## config.mk

```make
export PLATFORM = sky130hd
export DESIGN_NAME = priority_event_dispatcher_unit
export DESIGN_NICKNAME = d
export VERILOG_FILES = /design/src/rtl/ped_pkg.sv /design/src/rtl/priority_event_dispatcher_unit.sv /design/src/rtl/ped_prio_enc.sv
export SDC_FILE = /design/constraint.sdc
export NUM_CORES = 1
export LEC_CHECK = 0
export ABC_AREA = 1
export BUFFER_PORTS_ARGS = -buffer_cell sky130_fd_sc_hd__buf_2
export CAP_MARGIN = 20
export CORE_MARGIN = 5
export CORE_UTILIZATION = 40
export DETAILED_ROUTE_END_ITERATION = 10
export SLEW_MARGIN = 5
export SYNTH_ARGS = -nofsm -noshare
export SYNTH_HDL_FRONTEND = slang
export SYNTH_SLANG_ARGS = --single-unit
```

## constraint.sdc

```tcl
create_clock -name i_clk -period 4.2 [get_ports i_clk]
set_input_delay 0.84 -clock i_clk [delete_from_list [all_inputs] [get_ports i_clk]]
set_output_delay 0.84 -clock i_clk [all_outputs]
set_load 0.01 [all_outputs]
```

## src/rtl/ped_pkg.sv

```systemverilog
// Shared request codes, status codes and field widths of the event dispatcher.
package ped_pkg;

    localparam int REQ_W    = 3;
    localparam int ID_W     = 5;
    localparam int STATUS_W = 2;

    typedef enum logic [REQ_W-1:0] {
        REQ_REGISTER   = 3'd0,
        REQ_UNREGISTER = 3'd1,
        REQ_SET        = 3'd2,
        REQ_CLEAR      = 3'd3,
        REQ_DISPATCH   = 3'd4
    } t_req;

    typedef enum logic [STATUS_W-1:0] {
        ST_OK      = 2'd0,
        ST_ALREADY = 2'd1,
        ST_NOT_REG = 2'd2
    } t_status;

endpackage

```

## src/rtl/priority_event_dispatcher_unit.sv

```systemverilog
// Fixed-priority event scheduler: one item per cycle while the output is not stalled,
// one result item for each request. An item taken is held in the input register,
// and its result is loaded into the result register when that register can take
// it. Both mask updates and the lowest-pending-id pick are done in the logic
// between the registers, so back-to-back items see each other's effects. The
// input side stalls only when the result register holds an item nobody has taken
// and the input register is also full.
// Request codes: 0 register, 1 unregister, 2 set pending, 3 clear pending,
// 4 dispatch; status 0 success, 1 already registered, 2 not registered.
module priority_event_dispatcher_unit
    import ped_pkg::*;
#(
    parameter int EVENT_COUNT = 32
) (
    input  logic       i_clk,
    input  logic       i_rst_n,
    input  logic       i_cfg_wr_en,
    input  logic       i_cfg_wr_data,     // auto_clear
    input  logic       i_s_axis_tvalid,
    output logic       o_s_axis_tready,
    input  logic [7:0] i_s_axis_tdata,    // req_type[2:0], event_id[7:3]
    output logic       o_m_axis_tvalid,
    input  logic       i_m_axis_tready,
    output logic [7:0] o_m_axis_tdata     // status[1:0], dispatch_valid[2], dispatch_id[7:3]
);

    localparam logic [ID_W+1:0] EC_LIMIT = (ID_W+2)'(EVENT_COUNT);

    logic                   r_auto_clear;
    logic [EVENT_COUNT-1:0] r_reg_mask, n_reg_mask;
    logic [EVENT_COUNT-1:0] r_pend_mask, n_pend_mask;

    logic            r_in_valid;
    logic [REQ_W-1:0] r_req;
    logic [ID_W-1:0] r_id;

    logic            r_out_valid;
    logic [STATUS_W-1:0] r_status, n_status;
    logic            r_dvalid, n_dvalid;
    logic [ID_W-1:0] r_did, n_did;

    logic                   advance;
    logic                   in_range;
    logic [EVENT_COUNT-1:0] id_bit;
    logic                   is_reg;
    logic                   pick_found;
    logic [ID_W-1:0]        pick_idx;

    assign advance         = !r_out_valid || i_m_axis_tready;
    assign o_s_axis_tready = !r_in_valid || advance;

    assign in_range = {2'b00, r_id} < EC_LIMIT;
    assign id_bit   = in_range ? (EVENT_COUNT'(1) << r_id) : '0;
    assign is_reg   = |(r_reg_mask & id_bit);

    ped_prio_enc #(
        .N (EVENT_COUNT)
    ) u_prio_enc (
        .i_vec   (r_pend_mask),
        .o_found (pick_found),
        .o_idx   (pick_idx)
    );

    always_comb begin
        n_reg_mask  = r_reg_mask;
        n_pend_mask = r_pend_mask;
        n_status    = ST_OK;
        n_dvalid    = 1'b0;
        n_did       = '0;
        unique case (t_req'(r_req))
            REQ_REGISTER: begin
                if (!in_range)   n_status = ST_NOT_REG;
                else if (is_reg) n_status = ST_ALREADY;
                else             n_reg_mask = r_reg_mask | id_bit;
            end
            REQ_UNREGISTER: begin
                if (is_reg) n_reg_mask = r_reg_mask & ~id_bit;
                else        n_status = ST_NOT_REG;
            end
            REQ_SET: begin
                if (is_reg) n_pend_mask = r_pend_mask | id_bit;
                else        n_status = ST_NOT_REG;
            end
            REQ_CLEAR: begin
                if (!in_range) n_status = ST_NOT_REG;
                else           n_pend_mask = r_pend_mask & ~id_bit;
            end
            REQ_DISPATCH: begin
                n_dvalid = pick_found;
                n_did    = pick_idx;
                if (pick_found && r_auto_clear) begin
                    n_pend_mask = r_pend_mask & ~(EVENT_COUNT'(1) << pick_idx);
                end
            end
            default: begin
                n_status = ST_OK;
            end
        endcase
    end

    always_ff @(posedge i_clk) begin
        if (!i_rst_n) begin
            r_auto_clear <= 1'b1;
            r_reg_mask   <= '0;
            r_pend_mask  <= '0;
            r_in_valid   <= 1'b0;
            r_out_valid  <= 1'b0;
        end else begin
            if (i_cfg_wr_en) begin
                r_auto_clear <= i_cfg_wr_data;
            end
            if (o_s_axis_tready) begin
                r_in_valid <= i_s_axis_tvalid;
            end
            if (advance) begin
                r_out_valid <= r_in_valid;
                if (r_in_valid) begin
                    r_reg_mask  <= n_reg_mask;
                    r_pend_mask <= n_pend_mask;
                end
            end
        end
    end

    always_ff @(posedge i_clk) begin
        if (o_s_axis_tready) begin
            r_req <= i_s_axis_tdata[REQ_W-1:0];
            r_id  <= i_s_axis_tdata[REQ_W+ID_W-1:REQ_W];
        end
        if (advance && r_in_valid) begin
            r_status <= n_status;
            r_dvalid <= n_dvalid;
            r_did    <= n_did;
        end
    end

    assign o_m_axis_tvalid = r_out_valid;
    assign o_m_axis_tdata  = {r_did, r_dvalid, r_status};

endmodule

```

## src/rtl/ped_prio_enc.sv

```systemverilog
// Lowest-set-bit priority encoder over the pending mask.
module ped_prio_enc
    import ped_pkg::*;
#(
    parameter int N = 32
) (
    input  logic [N-1:0]    i_vec,
    output logic            o_found,
    output logic [ID_W-1:0] o_idx
);

    // Walking from the top down lets the lowest set bit win.
    always_comb begin
        o_found = 1'b0;
        o_idx   = '0;
        for (int i = N - 1; i >= 0; i--) begin
            if (i_vec[i]) begin
                o_found = 1'b1;
                o_idx   = ID_W'(i);
            end
        end
    end

endmodule

```

==> metrics.md <==
| Metric | Value |
|---|---|
| Share of cells above drive strength 1 | 0.108 |
| Critical-path top delay cell | edfxtp_1 |
| GPL Wtd Cong | ~0.9 |
| CP Launch Type | register |
| Sequential power share | 0.478 |
| DR iter-0 viols | between 300 and 400 |
| Initial antenna violation count | 0 |
| Vias in the first global route | 4,270 |
| Die ar. | between 0.01 and 0.015 mm2 |
| Part of the power in the clock network | 0.452 |
| Vias | between 4,000 and 5,000 |
| Gate Count Post-Synth | 671 |
| Nets | slightly below 700 |
| Combinational Power Share | 0.070 |
| First-pass GRT wire length | about 22,000 um |
| Clk_lat worst skew | 0.35 ns |
| Int Power | approximately 1.3 mW |
| Crit-path max cell delay | around 0.70 ns |
| Synth-to-layout area growth | 10.1% |
| CP max FO | 32 |
| Post-CTS Resized | 0 |
| Crit-path most repeated cell | nand2_1 |
| Highest routed layer | met4 |
| Net Count, Synth | about 690 |
| Synth area leader | dfxtp_1 |
| Post-synthesis xor/xnor area fraction | 0 |
| Die Span X | 117 um |
| Proportion of synthesized area in mux cells | 0 |
| P_leak | approximately 2.0 nW |
| CTS tree | yes |
| Routed WL per cell | roughly 16 um |
| I/O pin count | 24 |
| Arrival time at the worst endpoint | ~3.8 ns |
| Total of max-cap violations | 0 |
| Crit-path cells | clkinv_1 > nand2_1 > inv_1 > nand2_1 > nand4_1 > a2111oi_2 > nand2_1 > nand3_2 > nand4_4 > nor2_1 > o21ai_1 > a21oi_1 |
| Die Span Y | approximately 120 um |
| Root Driver | clkbuf_16 |
| DP HPWL | 9590 um |
| Maximum clock path buffer count | 2 |
| Actual slew at the worst max-slew pin | approximately 1.1 ns |
| P_sw | between 0.4 and 0.5 mW |
| Kind of critical path | register to register |
| Outcome | finished, final reports clean |
| Largest delay share family, worst path | simple AND/OR/NAND/NOR gates |
| Post-Place Cell Area | ~0.0048 mm2 |
| Post-synthesis cell type count | 35 |
| Residual DRC | 0 |
| Switching Fraction | 0.246 |
| Port Buffers | 23 |
| Final slew viol count | 0 |
| Core area | 0.0114 mm2 |
| ANT nets after route | 0 |
| Initial Util | 0.405 |
| EDFF count, synth | 16 |
| Top FF cell, synth | dfxtp_1 |
| Synth warnings | 0 |
| Post-synthesis compound-gate area fraction | 0.210 |
| Setup_tns | 0 ns |
| Mapped Area | about 0.0046 mm2 |
| Finish-stage setup viols | 0 |
| Async SR Flop Fraction | 0 |
| Hold buffers post-CTS | 0 |
| Pre-antenna DRT Iters | 5 |
| Slew HR | 0.299 |
| Depth of the CTS H-tree | 3 |
| Final Critical Period | roughly 3.6 ns |
| Peak VDD IR | 283 uV |
| Setup repair after global routing missed its margin | no |
| Clk slew on worst S/H paths | around 0.060 ns |
| Critical path endpoint category | register |
| Routed vias/inst | around 5.5 |
| CTS sink count | slightly above 80 |
| Simple-Gate Fraction of Synth Area | 0.281 |
| Leading post-synthesis cells by cell area | dfxtp_1, edfxtp_1, nor2_1 |
| Routed wire length | 13,300 um |
| Main combinational cell family by area after synthesis | simple AND/OR/NAND/NOR gates |
| Post-synthesis average cell area | about 7 um2 |
| All-Layer GR Usage | 0.192 |
| Final cycle utilization of the critical path | 0.847 |
| Fmax | between 0.2 and 0.3 GHz |
| Yosys top cell area share | 0.291 |
| Worst path required time | around 4.5 ns |
| Met1 Routed Length | just over 6000 um |
| Fin Hold WS | 0.470 ns |
| Final Skew | 0.0131 ns |
| Global route overflow | 0 |
| DR WL met3 | approximately 840 um |
| Power per Cell Area | between 300 and 400 mW/mm2 |
| Share of the yosys chip area belonging to registers | 0.396 |
| Synth Area in Adders | 0 |
| ANT cells | 0 |
| Largest net degree at the start of global routing | 66 |
| Met2 wire length | around 6000 um |
| # rows | 39 |
| Cts bufs inserted | 9 |
| Finished Cell Area | 0.00507 mm2 |
| Hold WC Path Type | register to register |
| Endpoints failing hold | 0 |
| Buf/Inv on CP | 2 |
| Synth Register Bits | 83 |
| Post-CTS Setup Bufs | 0 |
[cells in the final DEF, fill, tap and decap left out, drive strengths merged, types with 16 or more instances in the layout]
cell,count
inv,91
nand2,89
o21ai,75
dfxtp,67
nor2,111
nand3,32
nor3,39
a21oi,71
edfxtp,16
buf,29
[tightest hold or removal path: stages (launching register included)]
cell     delay (ns)
dfxtp_1        0.30
inv_1          0.05
o21ai_0        0.07
[stage by stage]
step                cells  utilization  worst slack (ns)  power, mW
floorplan             671            -              1.91      0.934
global placement      810        0.420             0.835      0.968
detailed placement    810        0.420             0.675      0.971
CTS                   826        0.446             0.659       1.75
global route          826        0.446             0.289       1.80
finish                826        0.446             0.642       1.74
[worst paths after layout]
check                                                from  slack (ns)  cells after the start                         to
worst min register to register  r_auto_clear$_SDFFE_PN1P_        0.47                      2  r_auto_clear$_SDFFE_PN1P_
worst min-delay path            r_auto_clear$_SDFFE_PN1P_        0.47                      2  r_auto_clear$_SDFFE_PN1P_
worst max register to register          r_id[4]$_DFFE_PP_        0.64                     12                   register
worst max-delay path                    r_id[4]$_DFFE_PP_        0.64                     12                   register
[Yosys cell counts (2+ instances only)]
cell type / instances
buf_2: 8
a22oi_1: 4
buf_4: 4
nand2_1: 85
nand4_1: 12
o22ai_1: 8
nor3_1: 38
o21ai_0: 44
nand3_2: 4
nor4_1: 2
dfxtp_1: 67
nand3_1: 28
a221oi_1: 2
nand2_2: 3
nor2_2: 15
a22o_1: 3
o21ai_1: 31
nor2_1: 96
clkbuf_1: 16
buf_6: 3
o21bai_1: 9
inv_1: 89
a21oi_1: 71
buf_1: 2
clkinv_1: 2
edfxtp_1: 16
[routing by layer]
layer / GRT usage / vias up
li1: - / 2253
met1: 0.268 / 2103
met2: 0.297 / 151
met3: 0.0404 / 20
met4: 0.0609 / 0
met5: 0 / -
[power by group through the flow]
stage	logic [mW]	clock network (mW)	registers (mW)
2_1_floorplan	0.0880	0	0.846
3_3_place_gp	0.118	0	0.850
3_5_place_dp	0.120	0	0.850
4_1_cts	0.121	0.798	0.833
5_1_grt	0.134	0.831	0.834
6_report	0.122	0.787	0.833
[kinds of logic after synthesis]
| group | after synthesis |
|---|---|
| simple gates | 286 |
| compound gates | 176 |
| buf+inv | 126 |
| flops | 83 |
[final cells by class]
cell class	instances	area, um2
clock buffers	12	236
clock inverters	4	51.3
fillers	1191	6300
inverters	93	352
multi-input cells	462	2270
flip-flops and latches	83	1820
well taps	143	179
repair buffers	29	160
Note: power is estimated with default switching activity, not from simulation.
